==> src/leb_pkg.sv <==
// Shared types and constants for the line edit buffer.
// No dependencies; every other file of the block but leb_ram imports this package.
package leb_pkg;

    localparam int LINE_DEPTH_DEF = 64;

    // Reset values of the character-code registers.
    localparam logic [7:0] ERASE_RST = 8'd35;
    localparam logic [7:0] KILL_RST  = 8'd64;
    localparam logic [7:0] STOP_RST  = 8'd36;
    localparam logic [7:0] END_RST   = 8'd10;

    // Register indexes on the configuration port.
    localparam logic [1:0] REG_ERASE = 2'd0;
    localparam logic [1:0] REG_KILL  = 2'd1;
    localparam logic [1:0] REG_STOP  = 2'd2;
    localparam logic [1:0] REG_END   = 2'd3;

    // Depth of the command queue between front and back.
    localparam int QUEUE_DEPTH = 4;
    localparam int QUEUE_AW    = $clog2(QUEUE_DEPTH);

    typedef enum logic [1:0] {
        OP_PUSH,
        OP_ERASE,
        OP_KILL,
        OP_END
    } t_op;

    typedef struct packed {
        t_op        op;
        logic [7:0] ch;
    } t_cmd;

    // Status of the back end, seen by the top level.
    typedef struct packed {
        logic draining;
        logic full;
        logic empty;
    } t_back_stat;

endpackage

==> src/leb_ram.sv <==
// Generic single-write, single-read RAM with a registered read port.
// No dependencies.
module leb_ram #(
    parameter int WIDTH = 8,
    parameter int DEPTH = 64
) (
    input  logic                     i_clk,
    input  logic                     i_we,
    input  logic [$clog2(DEPTH)-1:0] i_waddr,
    input  logic [WIDTH-1:0]         i_wdata,
    input  logic                     i_re,
    input  logic [$clog2(DEPTH)-1:0] i_raddr,
    output logic [WIDTH-1:0]         o_rdata
);

    logic [WIDTH-1:0] r_mem [DEPTH];
    logic [WIDTH-1:0] r_rdata;

    always_ff @(posedge i_clk) begin
        if (i_we) begin
            r_mem[i_waddr] <= i_wdata;
        end
        if (i_re) begin
            r_rdata <= r_mem[i_raddr];
        end
    end

    assign o_rdata = r_rdata;

endmodule

==> src/leb_front.sv <==
// Front end: accepts characters, classifies them against the code registers
// and tracks the stop and halt status. Depends on leb_pkg.
module leb_front (
    input  logic          i_clk,
    input  logic          i_rst_n,
    input  logic [7:0]    i_erase_char,
    input  logic [7:0]    i_kill_char,
    input  logic [7:0]    i_stop_char,
    input  logic [7:0]    i_end_char,
    input  logic          i_valid,
    input  logic [7:0]    i_char,
    output logic          o_ready,
    output logic          o_cmd_valid,
    output leb_pkg::t_cmd o_cmd,
    input  logic          i_cmd_ready
);
    import leb_pkg::*;

    logic r_stop_seen;
    logic r_halted;
    logic w_accept;
    logic w_is_stop;
    t_op  w_op;

    // End wins over erase, erase over kill, kill over stop.
    always_comb begin
        w_is_stop = 1'b0;
        priority if (i_char == i_end_char) begin
            w_op = OP_END;
        end else if (i_char == i_erase_char) begin
            w_op = OP_ERASE;
        end else if (i_char == i_kill_char) begin
            w_op = OP_KILL;
        end else if (i_char == i_stop_char) begin
            w_op      = OP_PUSH;
            w_is_stop = 1'b1;
        end else begin
            w_op = OP_PUSH;
        end
    end

    assign o_ready     = i_cmd_ready;
    assign w_accept    = i_valid && i_cmd_ready;
    assign o_cmd_valid = w_accept && !r_halted && !w_is_stop;
    assign o_cmd.op    = w_op;
    assign o_cmd.ch    = i_char;

    always_ff @(posedge i_clk) begin
        if (!i_rst_n) begin
            r_stop_seen <= 1'b0;
            r_halted    <= 1'b0;
        end else if (w_accept && !r_halted) begin
            if (w_is_stop) begin
                r_stop_seen <= 1'b1;
            end else if (w_op == OP_END) begin
                r_halted    <= r_stop_seen;
                r_stop_seen <= 1'b0;
            end
        end
    end

endmodule

==> src/leb_fifo.sv <==
// Short command queue between front and back ends.
// Depends on leb_pkg.
module leb_fifo (
    input  logic          i_clk,
    input  logic          i_rst_n,
    input  logic          i_wr_valid,
    input  leb_pkg::t_cmd i_wr_cmd,
    output logic          o_wr_ready,
    output logic          o_rd_valid,
    output leb_pkg::t_cmd o_rd_cmd,
    input  logic          i_rd_ready
);
    import leb_pkg::*;

    t_cmd                r_mem [QUEUE_DEPTH];
    logic [QUEUE_AW-1:0] r_wr_ptr;
    logic [QUEUE_AW-1:0] r_rd_ptr;
    logic [QUEUE_AW:0]   r_count;
    logic                w_push;
    logic                w_pop;

    assign o_wr_ready = (r_count != (QUEUE_AW + 1)'(QUEUE_DEPTH));
    assign o_rd_valid = (r_count != '0);
    assign o_rd_cmd   = r_mem[r_rd_ptr];
    assign w_push     = i_wr_valid && o_wr_ready;
    assign w_pop      = o_rd_valid && i_rd_ready;

    always_ff @(posedge i_clk) begin
        if (w_push) begin
            r_mem[r_wr_ptr] <= i_wr_cmd;
        end
    end

    always_ff @(posedge i_clk) begin
        if (!i_rst_n) begin
            r_wr_ptr <= '0;
            r_rd_ptr <= '0;
            r_count  <= '0;
        end else begin
            if (w_push) begin
                r_wr_ptr <= r_wr_ptr + QUEUE_AW'(1);
            end
            if (w_pop) begin
                r_rd_ptr <= r_rd_ptr + QUEUE_AW'(1);
            end
            if (w_push && !w_pop) begin
                r_count <= r_count + (QUEUE_AW + 1)'(1);
            end else if (w_pop && !w_push) begin
                r_count <= r_count - (QUEUE_AW + 1)'(1);
            end
        end
    end

endmodule

==> src/leb_back.sv <==
// Back end: executes queued commands on the line store and drains a line
// to the output stream. Depends on leb_pkg and leb_ram.
module leb_back #(
    parameter int LINE_DEPTH = leb_pkg::LINE_DEPTH_DEF
) (
    input  logic                i_clk,
    input  logic                i_rst_n,
    input  logic                i_cmd_valid,
    input  leb_pkg::t_cmd       i_cmd,
    output logic                o_cmd_ready,
    output logic                o_valid,
    input  logic                i_ready,
    output logic [7:0]          o_char,
    output logic                o_last,
    output logic                o_trunc,
    output leb_pkg::t_back_stat o_stat
);
    import leb_pkg::*;

    localparam int AW = $clog2(LINE_DEPTH);
    localparam int CW = $clog2(LINE_DEPTH + 1);

    typedef enum logic {
        ST_EXEC,
        ST_DRAIN
    } t_state;

    t_state        r_state;
    logic [CW-1:0] r_fill;
    logic          r_ovf;
    logic [CW-1:0] r_idx;
    logic [CW-1:0] r_cnt;
    logic          r_trunc;
    logic          r_rd_vld;
    logic          r_rd_last;
    logic          r_rd_trunc;
    logic          r_out_vld;
    logic [7:0]    r_out_char;
    logic          r_out_last;
    logic          r_out_trunc;

    logic          w_pop;
    logic          w_full;
    logic          w_move;
    logic          w_issue;
    logic          w_we;
    logic [CW-1:0] w_idx_next;
    logic [7:0]    w_rdata;

    assign o_cmd_ready = (r_state == ST_EXEC);
    assign w_pop       = i_cmd_valid && o_cmd_ready;
    assign w_full      = (r_fill == CW'(LINE_DEPTH));
    assign w_we        = w_pop && (i_cmd.op == OP_PUSH) && !w_full;
    // The RAM read register is a pipeline stage; it moves on when the
    // output register is free or being taken.
    assign w_move      = r_rd_vld && (!r_out_vld || i_ready);
    assign w_issue     = (r_state == ST_DRAIN) && (!r_rd_vld || w_move);
    assign w_idx_next  = r_idx + CW'(1);

    leb_ram #(
        .WIDTH (8),
        .DEPTH (LINE_DEPTH)
    ) u_store (
        .i_clk   (i_clk),
        .i_we    (w_we),
        .i_waddr (r_fill[AW-1:0]),
        .i_wdata (i_cmd.ch),
        .i_re    (w_issue),
        .i_raddr (r_idx[AW-1:0]),
        .o_rdata (w_rdata)
    );

    always_ff @(posedge i_clk) begin
        if (!i_rst_n) begin
            r_state   <= ST_EXEC;
            r_fill    <= '0;
            r_ovf     <= 1'b0;
            r_rd_vld  <= 1'b0;
            r_out_vld <= 1'b0;
        end else begin
            unique case (r_state)
                ST_EXEC: begin
                    if (w_pop) begin
                        unique case (i_cmd.op)
                            OP_PUSH: begin
                                if (w_full) begin
                                    r_ovf <= 1'b1;
                                end else begin
                                    r_fill <= r_fill + CW'(1);
                                end
                            end
                            OP_ERASE: begin
                                if (r_fill != '0) begin
                                    r_fill <= r_fill - CW'(1);
                                end
                            end
                            OP_KILL: begin
                                r_fill <= '0;
                                r_ovf  <= 1'b0;
                            end
                            OP_END: begin
                                r_cnt   <= r_fill;
                                r_trunc <= r_ovf;
                                r_idx   <= '0;
                                r_fill  <= '0;
                                r_ovf   <= 1'b0;
                                if (r_fill != '0) begin
                                    r_state <= ST_DRAIN;
                                end
                            end
                            default: begin
                            end
                        endcase
                    end
                end
                ST_DRAIN: begin
                    if (w_issue) begin
                        r_idx <= w_idx_next;
                        if (w_idx_next == r_cnt) begin
                            r_state <= ST_EXEC;
                        end
                    end
                end
                default: begin
                    r_state <= ST_EXEC;
                end
            endcase

            if (w_issue) begin
                r_rd_vld   <= 1'b1;
                r_rd_last  <= (w_idx_next == r_cnt);
                r_rd_trunc <= r_trunc;
            end else if (w_move) begin
                r_rd_vld <= 1'b0;
            end

            if (w_move) begin
                r_out_vld   <= 1'b1;
                r_out_char  <= w_rdata;
                r_out_last  <= r_rd_last;
                r_out_trunc <= r_rd_trunc;
            end else if (i_ready) begin
                r_out_vld <= 1'b0;
            end
        end
    end

    assign o_valid = r_out_vld;
    assign o_char  = r_out_char;
    assign o_last  = r_out_last;
    assign o_trunc = r_out_trunc;

    assign o_stat.draining = (r_state == ST_DRAIN);
    assign o_stat.full     = w_full;
    assign o_stat.empty    = (r_fill == '0);

endmodule

==> src/line_edit_buffer_top.sv <==
// Top level of the line edit buffer: configuration registers and the
// front end, command queue and back end. Depends on leb_pkg and all leb_ modules.
//
//  Channel   Direction  Handshake                 Payload
//  s_axis    in         s_axis_tvalid/tready      tdata[7:0] = in_char
//  m_axis    out        m_axis_tvalid/tready      tdata[7:0] = out_char,
//                                                 tlast = line_last,
//                                                 tuser = line_truncated
//  apb       in         psel/penable, pready = 1  four 8-bit code registers
//
// A character is classified and queued in the cycle it is accepted; while the four-entry
// command queue has room, one request is taken every cycle. An end-of-line with stored
// characters holds the back end for the drain, one line-store read per cycle while m_axis
// is not stalled; each character reaches m_axis through the line-store read register and
// the output register. A stalled m_axis backs up into the drain, then the queue, then
// s_axis. Reset is synchronous and active low; only entries below the fill count are ever read.
module line_edit_buffer_top #(
    parameter int LINE_DEPTH = leb_pkg::LINE_DEPTH_DEF
) (
    input  logic        i_clk,
    input  logic        i_rst_n,
    // Input stream.
    input  logic        s_axis_tvalid,
    output logic        s_axis_tready,
    input  logic [7:0]  s_axis_tdata,   // [7:0] in_char
    // Output stream.
    output logic        m_axis_tvalid,
    input  logic        m_axis_tready,
    output logic [7:0]  m_axis_tdata,   // [7:0] out_char
    output logic        m_axis_tlast,
    output logic        m_axis_tuser,   // [0] line_truncated
    // Configuration port.
    input  logic        psel,
    input  logic        penable,
    input  logic        pwrite,
    input  logic [3:0]  paddr,
    input  logic [31:0] pwdata,
    output logic [31:0] prdata,
    output logic        pready
);
    import leb_pkg::*;

    logic [7:0] r_erase_char;
    logic [7:0] r_kill_char;
    logic [7:0] r_stop_char;
    logic [7:0] r_end_char;
    logic [1:0] w_reg_idx;
    logic       w_cfg_wr;

    t_cmd       w_front_cmd;
    logic       w_front_valid;
    logic       w_front_ready;
    t_cmd       w_cmd;
    logic       w_cmd_valid;
    logic       w_cmd_ready;
    t_back_stat w_stat;

    // Registers sit at byte addresses 0, 4, 8 and 12; the low address bits
    // do not take part in decoding.
    assign pready    = 1'b1;
    assign w_reg_idx = paddr[3:2];
    assign w_cfg_wr  = psel && penable && pwrite && pready;

    always_ff @(posedge i_clk) begin
        if (!i_rst_n) begin
            r_erase_char <= ERASE_RST;
            r_kill_char  <= KILL_RST;
            r_stop_char  <= STOP_RST;
            r_end_char   <= END_RST;
        end else if (w_cfg_wr) begin
            unique case (w_reg_idx)
                REG_ERASE: r_erase_char <= pwdata[7:0];
                REG_KILL:  r_kill_char  <= pwdata[7:0];
                REG_STOP:  r_stop_char  <= pwdata[7:0];
                REG_END:   r_end_char   <= pwdata[7:0];
                default: begin
                end
            endcase
        end
    end

    always_comb begin
        unique case (w_reg_idx)
            REG_ERASE: prdata = {24'd0, r_erase_char};
            REG_KILL:  prdata = {24'd0, r_kill_char};
            REG_STOP:  prdata = {24'd0, r_stop_char};
            REG_END:   prdata = {24'd0, r_end_char};
            default:   prdata = '0;
        endcase
    end

    // The front end classifies each character; stop characters and anything
    // after the session has ended never reach the queue.
    leb_front u_front (
        .i_clk        (i_clk),
        .i_rst_n      (i_rst_n),
        .i_erase_char (r_erase_char),
        .i_kill_char  (r_kill_char),
        .i_stop_char  (r_stop_char),
        .i_end_char   (r_end_char),
        .i_valid      (s_axis_tvalid),
        .i_char       (s_axis_tdata),
        .o_ready      (s_axis_tready),
        .o_cmd_valid  (w_front_valid),
        .o_cmd        (w_front_cmd),
        .i_cmd_ready  (w_front_ready)
    );

    leb_fifo u_queue (
        .i_clk      (i_clk),
        .i_rst_n    (i_rst_n),
        .i_wr_valid (w_front_valid),
        .i_wr_cmd   (w_front_cmd),
        .o_wr_ready (w_front_ready),
        .o_rd_valid (w_cmd_valid),
        .o_rd_cmd   (w_cmd),
        .i_rd_ready (w_cmd_ready)
    );

    // The back end owns the line store, the fill count and the overflow flag.
    leb_back #(
        .LINE_DEPTH (LINE_DEPTH)
    ) u_back (
        .i_clk       (i_clk),
        .i_rst_n     (i_rst_n),
        .i_cmd_valid (w_cmd_valid),
        .i_cmd       (w_cmd),
        .o_cmd_ready (w_cmd_ready),
        .o_valid     (m_axis_tvalid),
        .i_ready     (m_axis_tready),
        .o_char      (m_axis_tdata),
        .o_last      (m_axis_tlast),
        .o_trunc     (m_axis_tuser),
        .o_stat      (w_stat)
    );

`ifndef ASSERT_OFF
    // No command leaves the queue while a line is being drained.
    a_no_pop_in_drain: assert property (@(posedge i_clk) disable iff (!i_rst_n)
        w_stat.draining |-> !w_cmd_ready)
        else $error("command taken during line drain");

    // Storing a character into a line with room leaves the line non-empty.
    a_push_fills: assert property (@(posedge i_clk) disable iff (!i_rst_n)
        (w_cmd_valid && w_cmd_ready && w_cmd.op == OP_PUSH && !w_stat.full)
        |=> !w_stat.empty)
        else $error("stored character did not reach the line");

    // An end of a non-empty line starts a drain and empties the line.
    a_end_drains: assert property (@(posedge i_clk) disable iff (!i_rst_n)
        (w_cmd_valid && w_cmd_ready && w_cmd.op == OP_END && !w_stat.empty)
        |=> (w_stat.draining && w_stat.empty))
        else $error("end of line did not start a drain");

    // A kill always leaves an empty line.
    a_kill_empties: assert property (@(posedge i_clk) disable iff (!i_rst_n)
        (w_cmd_valid && w_cmd_ready && w_cmd.op == OP_KILL) |=> w_stat.empty)
        else $error("kill left characters in the line");
`endif

endmodule

==> config.mk <==
export PLATFORM = sky130hd
export DESIGN_NAME = line_edit_buffer_top
export DESIGN_NICKNAME = d
export VERILOG_FILES = /design/src/leb_pkg.sv /design/src/leb_ram.sv /design/src/leb_front.sv /design/src/leb_fifo.sv /design/src/leb_back.sv /design/src/line_edit_buffer_top.sv
export SDC_FILE = /design/constraint.sdc
export NUM_CORES = 1
export LEC_CHECK = 0
export BUFFER_PORTS_ARGS = -buffer_cell sky130_fd_sc_hd__buf_2
export CORE_AREA = 2 2 192 232
export CTS_CLUSTER_SIZE = 28
export DETAILED_ROUTE_END_ITERATION = 16
export DIE_AREA = 0 0 194 234
export MAX_ROUTING_LAYER = met4
export PLACE_DENSITY = 0.75
export REMOVE_ABC_BUFFERS = 1
export SKIP_LAST_GASP = 1
export SLEW_MARGIN = 0
export SYNTH_ARGS = -nofsm -noshare
export SYNTH_HDL_FRONTEND = slang
export SYNTH_SLANG_ARGS = --single-unit
==> constraint.sdc <==
create_clock -name i_clk -period 3.65 [get_ports i_clk]
set_input_delay 0.365 -clock i_clk [delete_from_list [all_inputs] [get_ports i_clk]]
set_output_delay 0.365 -clock i_clk [all_outputs]
set_load 0.02 [all_outputs]
==> results of run 1 <==
-- cell usage in the layout (no fill, tap or decap), types with 9 or more instances in the layout --
master,count
edfxtp_1,587
mux4_2,130
nor2_1,124
buf_4,91
mux2i_1,69
clkbuf_16,61
dfxtp_1,54
o22ai_1,45
buf_2,44
nand2_1,42
xor2_1,35
conb_1,25
a21oi_1,18
xnor2_1,16
a22oi_1,16
clkinv_2,15
inv_1,11
ha_1,11
or3_1,10
bufinv_16,10
nor4_1,9
-- tightest hold or removal path, cell delays in order --
cell     delay [ns]
buf_2          0.11
mux2i_1        0.07
nand2_1        0.06
-- synthesized netlist by cell type, types with 18 or more instances --
cell	instances	area [um2]
nand2_1	42	158
buf_2	19	95.1
a21oi_1	18	90.1
nor2_1	124	465
mux4_2	130	2930
dfxtp_1	54	1080
buf_4	27	203
mux2i_1	69	691
clkbuf_1	40	150
o22ai_1	45	282
edfxtp_1	587	17600
xor2_1	35	307
-- final cells by class --
cell class                      count  area [um2]  area share
Clock inverter                     39         464      0.0160
Inverter                           13        48.8     0.00168
Sequential cell                   641       18700       0.645
Multi-Input combinational cell    674        6510       0.225
Tap cell                          559         699      0.0241
Timing Repair Buffer              138         963      0.0332
Clock buffer                       71        1590      0.0550
-- state kept, by name, indices dropped and copies added (netlist names), 8 cells and up, named ones only --
signal,count
u_back.u_store.r_mem,512
u_queue.r_mem,40
r_end_char,8
r_erase_char,8
r_kill_char,8
r_stop_char,8
u_back.o_char,8
u_back.u_store.o_rdata,8
-- layer usage --
| layer | vias to the layer above | track usage | share of wire |
|---|---|---|---|
| met2 | 615 | 0.423 | 0.52 |
| met4 | 0 | 0.0859 | 0.031 |
| met5 | - | - | 0 |
| met3 | 115 | 0.0338 | 0.072 |
| li1 | 5794 | - | - |
| met1 | 6818 | 0.323 | 0.38 |
-- through the flow --
stage | area [um2] | utilization | std cells
3_5_place_dp | 26900 | 0.622 | 2025
3_3_place_gp | 26900 | 0.622 | 2025
6_report | 29000 | 0.669 | 2135
2_1_floorplan | 25300 | - | 1328
5_1_grt | 29000 | 0.669 | 2135
4_1_cts | 29000 | 0.669 | 2135
-- power groups by stage --
stage | clock network, mW | logic [mW] | registers (mW)
global route | 6.78 | 3.80 | 9.41
floorplan | 0 | 2.13 | 9.64
CTS | 6.53 | 3.53 | 9.38
detailed placement | 0 | 3.50 | 9.54
global placement | 0 | 3.34 | 9.51
finish | 6.43 | 3.53 | 9.38
-- worst min-delay path by stage --
| stage | cells past startpoint | slack (ns) | endpoint | from |
|---|---|---|---|---|
| floorplan | 0 | 0.40 | u_back.o_char[0]$_DFFE_PP_ | u_back.u_store.o_rdata[0]$_DFFE_PP_ |
| global placement | 0 | 0.40 | u_back.o_char[2]$_DFFE_PP_ | u_back.u_store.o_rdata[2]$_DFFE_PP_ |
| detailed placement | 0 | 0.41 | u_back.o_last$_DFFE_PP_ | u_back.r_rd_last$_DFFE_PP_ |
| CTS | 3 | 0.002 | r_erase_char[5]$_SDFFE_PN1P_ | pwdata[5] |
| global route | 3 | 0.04 | r_kill_char[6]$_SDFFE_PN1P_ | pwdata[6] |
| finish | 3 | 0.03 | r_kill_char[6]$_SDFFE_PN1P_ | pwdata[6] |
-- cells by family (layout without fill, tap and decap cells) --
family                     Yosys count  after routing  synth area share
AOI/OAI and AO/OA                  133            133            0.0360
xor gates and xnor gates            53             53            0.0192
adders and majority gates           13             13           0.00692
buffers and inverters              107            261            0.0208
DFF                                641            641             0.729
muxes                              199            199             0.141
other                                2             25          0.000293
and+or+nand+nor                    251            251            0.0469
==> flow_metrics.env, run 1 <==
export IMPL_cts_sinks=641
export IMPL_rsz0062_at_grt="no"
export IMPL_maxCapViolations=0
export IMPL_gp_congestion=0.916
export IMPL_syn_to_final_growth_pct=12.9
export IMPL_p_total_mw=19.3
export IMPL_post_route_min_period_ns=3.07
export IMPL_path_class="reg -> reg"
export IMPL_leakagePower_nw=9.68
export IMPL_cts_resized=0
export IMPL_finalWirelength_mm=54.4
export IMPL_yosysWarnings=0
export IMPL_fillerInstances=2802
export IMPL_hold_buffers=0
export IMPL_detail_route_wl_per_cell_um=25.5
export IMPL_power_share_clock=0.332
export IMPL_async_reset_ff_frac=0
export IMPL_grt_util_all_layers=0.252
export IMPL_die_y_um=234
export IMPL_antenna_found_initial=0
export IMPL_ys_types=60
export IMPL_tightestPinTransition_ns=1.34
export IMPL_htree_levels=2
export IMPL_r2r_slack_ns=0.58
export IMPL_vias=13342
export IMPL_num_antenna_cells=0
export IMPL_setup_viol=0
export IMPL_drt_iter0_markers=1326
export IMPL_ys_flop_type="edfxtp_1"
export IMPL_syn_instance_count=1399
export IMPL_synth_edf_count=587
export IMPL_postCtsSetupBuffers=0
export IMPL_cp_slowest_cell="mux4_2"
export IMPL_power_density_nw_per_um2=667
export IMPL_p_sw_frac=0.273
export IMPL_p_switching_mw=5.27
export IMPL_pwr_share_comb=0.183
export IMPL_crit_cells=7
export IMPL_layout_drive_gt1_share=0.245
export IMPL_path_cells="mux4_2 > nor2b_1 > ha_1 > a211oi_1 > nor2_1 > or4_1 > a21oi_1"
export IMPL_outcome="finished clean"
export IMPL_drtAntennaViolNets=0
export IMPL_die_area_um2=45400
export IMPL_hold_violations=0
export IMPL_start_util=0.593
export IMPL_syn_cell_area_um2=25700
export IMPL_grt_pass1_vias=13465
export IMPL_drc=0
export IMPL_max_freq_ghz=0.325
export IMPL_rr_worst_depth=7
export IMPL_hold_class="in -> reg"
export IMPL_cp_max_fo=14
export IMPL_arrival_ns=3.60
export IMPL_layout_setup_ws_ns=0.576
export IMPL_dp_slack_ns=0.465
export IMPL_clk_latency_ns=0.60
export IMPL_place_port_buffers=44
export IMPL_setup_worst_path_end_class="flop"
export IMPL_first_pass_iters=5
export IMPL_synth_area_per_cell_um2=18.3
export IMPL_hold_ws_ns=0.0330
export IMPL_hpwl_mm=34.1
export IMPL_gr_total_overflow=0
export IMPL_r2r_end="u_back.r_fill[4]$_SDFFE_PN0P_"
export IMPL_placementRows=84
export IMPL_path_buf_inv=0
export IMPL_tns_ns=0
export IMPL_grt_pass1_wl_mm=82.4
export IMPL_fin_nets=1590
export IMPL_ios=96
export IMPL_required_ns=4.18
export IMPL_yosysSeqAreaShare=0.729
export IMPL_slew_headroom=0.101
export IMPL_path_clk_slew_ns=0.06
export IMPL_p_seq_frac=0.485
export IMPL_crit_family="simple AND/OR/NAND/NOR gates"
export IMPL_clock_root_buffer="clkbuf_16"
export IMPL_grt_max_degree=65
export IMPL_cts_made_buffers=58
export IMPL_placeableCoreArea_um2=43300
export IMPL_crit_end="u_back.r_fill[4]$_SDFFE_PN0P_"
export IMPL_post_route_period_util=0.842
export IMPL_ir_drop_v=0.000501
export IMPL_viasPerCell=6.25
export IMPL_clockBufferDepth=3
export IMPL_fin_worst_skew_ns=0.0171
export IMPL_intPower_mw=14.1
export IMPL_crit_path_max_incr_delay_ns=0.68
export IMPL_synth_seq_cells=641
export IMPL_start_kind="flop"
export IMPL_die_x_um=194
export IMPL_drv_slew=0
export IMPL_cts_tree="built"
No activity file was read; power rests on OpenSTA's default activity.
==> inputs of run 2 (changes only) <==
- CORE_AREA: 2 2 192 232 -> 2 2 199 240
- DIE_AREA: 0 0 194 234 -> 0 0 201 242
- PLACE_DENSITY: 0.75 -> 0.73
- clock period: 3.65 -> 2.5 ns (I/O delays scaled with it)
==> flow_metrics.env, run 2 (synthesis results as in run 1) <==
export IMPL_r2r_end="u_back.u_store.r_mem[38][5]$_DFFE_PP_"
export IMPL_fin_nets=1706
export IMPL_drtAntennaViolNets=0
export IMPL_r2r_slack_ns=-0.07
export IMPL_arrival_ns=2.90
export IMPL_largest_registers="u_back.u_store.r_mem (512), u_queue.r_mem (40)"
export IMPL_layout_commonest_cell="edfxtp_1"
export IMPL_detail_route_wl_per_cell_um=24.2
export IMPL_vias=13725
export IMPL_hold_ws_ns=0.0410
export IMPL_violations="setup timing"
export IMPL_crit_path_max_incr_delay_ns=0.57
export IMPL_path_class="reg -> reg"
export IMPL_path_buf_inv=1
export IMPL_die_x_um=201
export IMPL_fillerInstances=3007
export IMPL_layout_setup_ws_ns=-0.0716
export IMPL_cts_made_buffers=59
export IMPL_ios=96
export IMPL_crit_cells=6
export IMPL_ir_drop_v=0.000572
export IMPL_clockBufferDepth=3
export IMPL_gp_congestion=0.842
export IMPL_num_antenna_cells=0
export IMPL_maxCapViolations=0
export IMPL_largest_reg_flops=512
export IMPL_path_cells="mux4_2 > or4_4 > nor2_8 > nand3_4 > nor2_1 > buf_4"
export IMPL_clk_latency_ns=0.62
export IMPL_finalWirelength_mm=56.1
export IMPL_antenna_found_initial=0
export IMPL_placementRows=87
export IMPL_drc=0
export IMPL_hold_class="in -> reg"
export IMPL_setup_viol=155
export IMPL_power_density_nw_per_um2=921
export IMPL_rr_worst_depth=6
export IMPL_most_common_layout_cells="edfxtp_1 (587), mux4_2 (130), buf_4 (114)"
export IMPL_place_port_buffers=44
export IMPL_die_y_um=242
export IMPL_fin_worst_skew_ns=0.0159
export IMPL_start_kind="flop"
export IMPL_path_clk_slew_ns=0.06
export IMPL_grt_max_degree=65
export IMPL_p_total_mw=28.3
export IMPL_syn_to_final_growth_pct=19.6
export IMPL_cts_sinks=641
export IMPL_gr_total_overflow=0
export IMPL_clock_root_buffer="clkbuf_16"
export IMPL_viasPerCell=5.93
export IMPL_grt_pass1_vias=13912
export IMPL_die_area_um2=48600
export IMPL_post_route_period_util=1.03
export IMPL_max_freq_ghz=0.389
export IMPL_cp_max_fo=8
export IMPL_tightestPinTransition_ns=0.835
export IMPL_grt_pass1_wl_mm=84.9
export IMPL_outcome="complete, but fails checks"
export IMPL_crit_end="u_back.u_store.r_mem[38][5]$_DFFE_PP_"
export IMPL_top_register="u_back.u_store.r_mem"
export IMPL_drt_iter0_markers=1163
export IMPL_placeableCoreArea_um2=46500
export IMPL_start_util=0.552
export IMPL_setup_worst_path_end_class="flop"
export IMPL_post_route_min_period_ns=2.57
export IMPL_crit_family="simple AND/OR/NAND/NOR gates"
export IMPL_first_pass_iters=5
export IMPL_drv_slew=0
export IMPL_utilization=0.661
export IMPL_htree_levels=2
export IMPL_layout_drive_gt1_share=0.327
export IMPL_hold_violations=0
export IMPL_rsz0062_at_grt="yes"
export IMPL_leakagePower_nw=10.3
export IMPL_cts_tree="built"
export IMPL_slew_headroom=0.442
export IMPL_hpwl_mm=35.3
export IMPL_cp_slowest_cell="mux4_2"
export IMPL_grt_util_all_layers=0.240
export IMPL_required_ns=2.83
==> run 2: cell types whose count changed in the layout (fill, tap and decap cells not counted), sizes merged <==
cell	change
buf	+102
clkinvlp	-3
bufinv	-6
inv	+5
clkbuf	-1
dlygate4sd3	+13
clkinv	+7
==> run 2: timing repair <==
item / in CTS / in global routing
buffers inserted: 2 / 4
pin swaps: 24 / 39
resized for setup: 120 / 96
hold buffers: 13 / 0
setup endpoints to repair: 510 / 500
endpoints found under the hold margin: 47 / 0
==> run 2: layout make-up <==
cell class	count	area, um2	area share
Timing Repair Buffer	253	2310	0.0752
Sequential cell	641	18700	0.610
Multi-Input combinational cell	674	7020	0.229
Clock buffer	70	1520	0.0494
Tap cell	623	779	0.0254
Inverter	13	48.8	0.00159
Clock inverter	42	313	0.0102
==> run 2: routing by layer <==
metal  share of wire  global-route usage  up-vias
met5               0                   -        -
met4           0.035              0.0763        0
met3           0.068              0.0401      130
met2            0.52               0.401      559
met1            0.38               0.303     6995
li1                -                   -     6041
==> run 2: worst min-delay path by stage <==
| stage | startpoint | to | slack (ns) | cells past startpoint |
|---|---|---|---|---|
| floorplan | i_rst_n | r_end_char[1]$_SDFFE_PN1P_ | 0.31 | 1 |
| global placement | u_back.u_store.o_rdata[2]$_DFFE_PP_ | u_back.o_char[2]$_DFFE_PP_ | 0.40 | 0 |
| detailed placement | u_back.u_store.o_rdata[1]$_DFFE_PP_ | u_back.o_char[1]$_DFFE_PP_ | 0.40 | 0 |
| CTS | s_axis_tdata[2] | u_queue.r_mem[1][2]$_DFFE_PP_ | 0.006 | 2 |
| global route | s_axis_tdata[6] | u_queue.r_mem[1][6]$_DFFE_PP_ | 0.03 | 2 |
| finish | s_axis_tdata[6] | u_queue.r_mem[1][6]$_DFFE_PP_ | 0.04 | 2 |
==> run 2: power by group <==
part	leakage, nW	switching, mW	internal, mW
clock	0.889	3.78	4.75
combinational	3.68	3.99	2.16
sequential	5.73	0.241	13.4
==> run 2: metrics by stage <==
stage               std cells  TNS, ns  cell area, um2  worst slack [ns]
floorplan                1328  -285.01           25300             -4.73
global placement         2186   -24.01           27900            -0.300
detailed placement       2186   -49.21           27900            -0.376
CTS                      2312   -12.31           30300           -0.0863
global route             2316   -24.18           30700            -0.175
finish                   2316    -5.42           30700           -0.0716
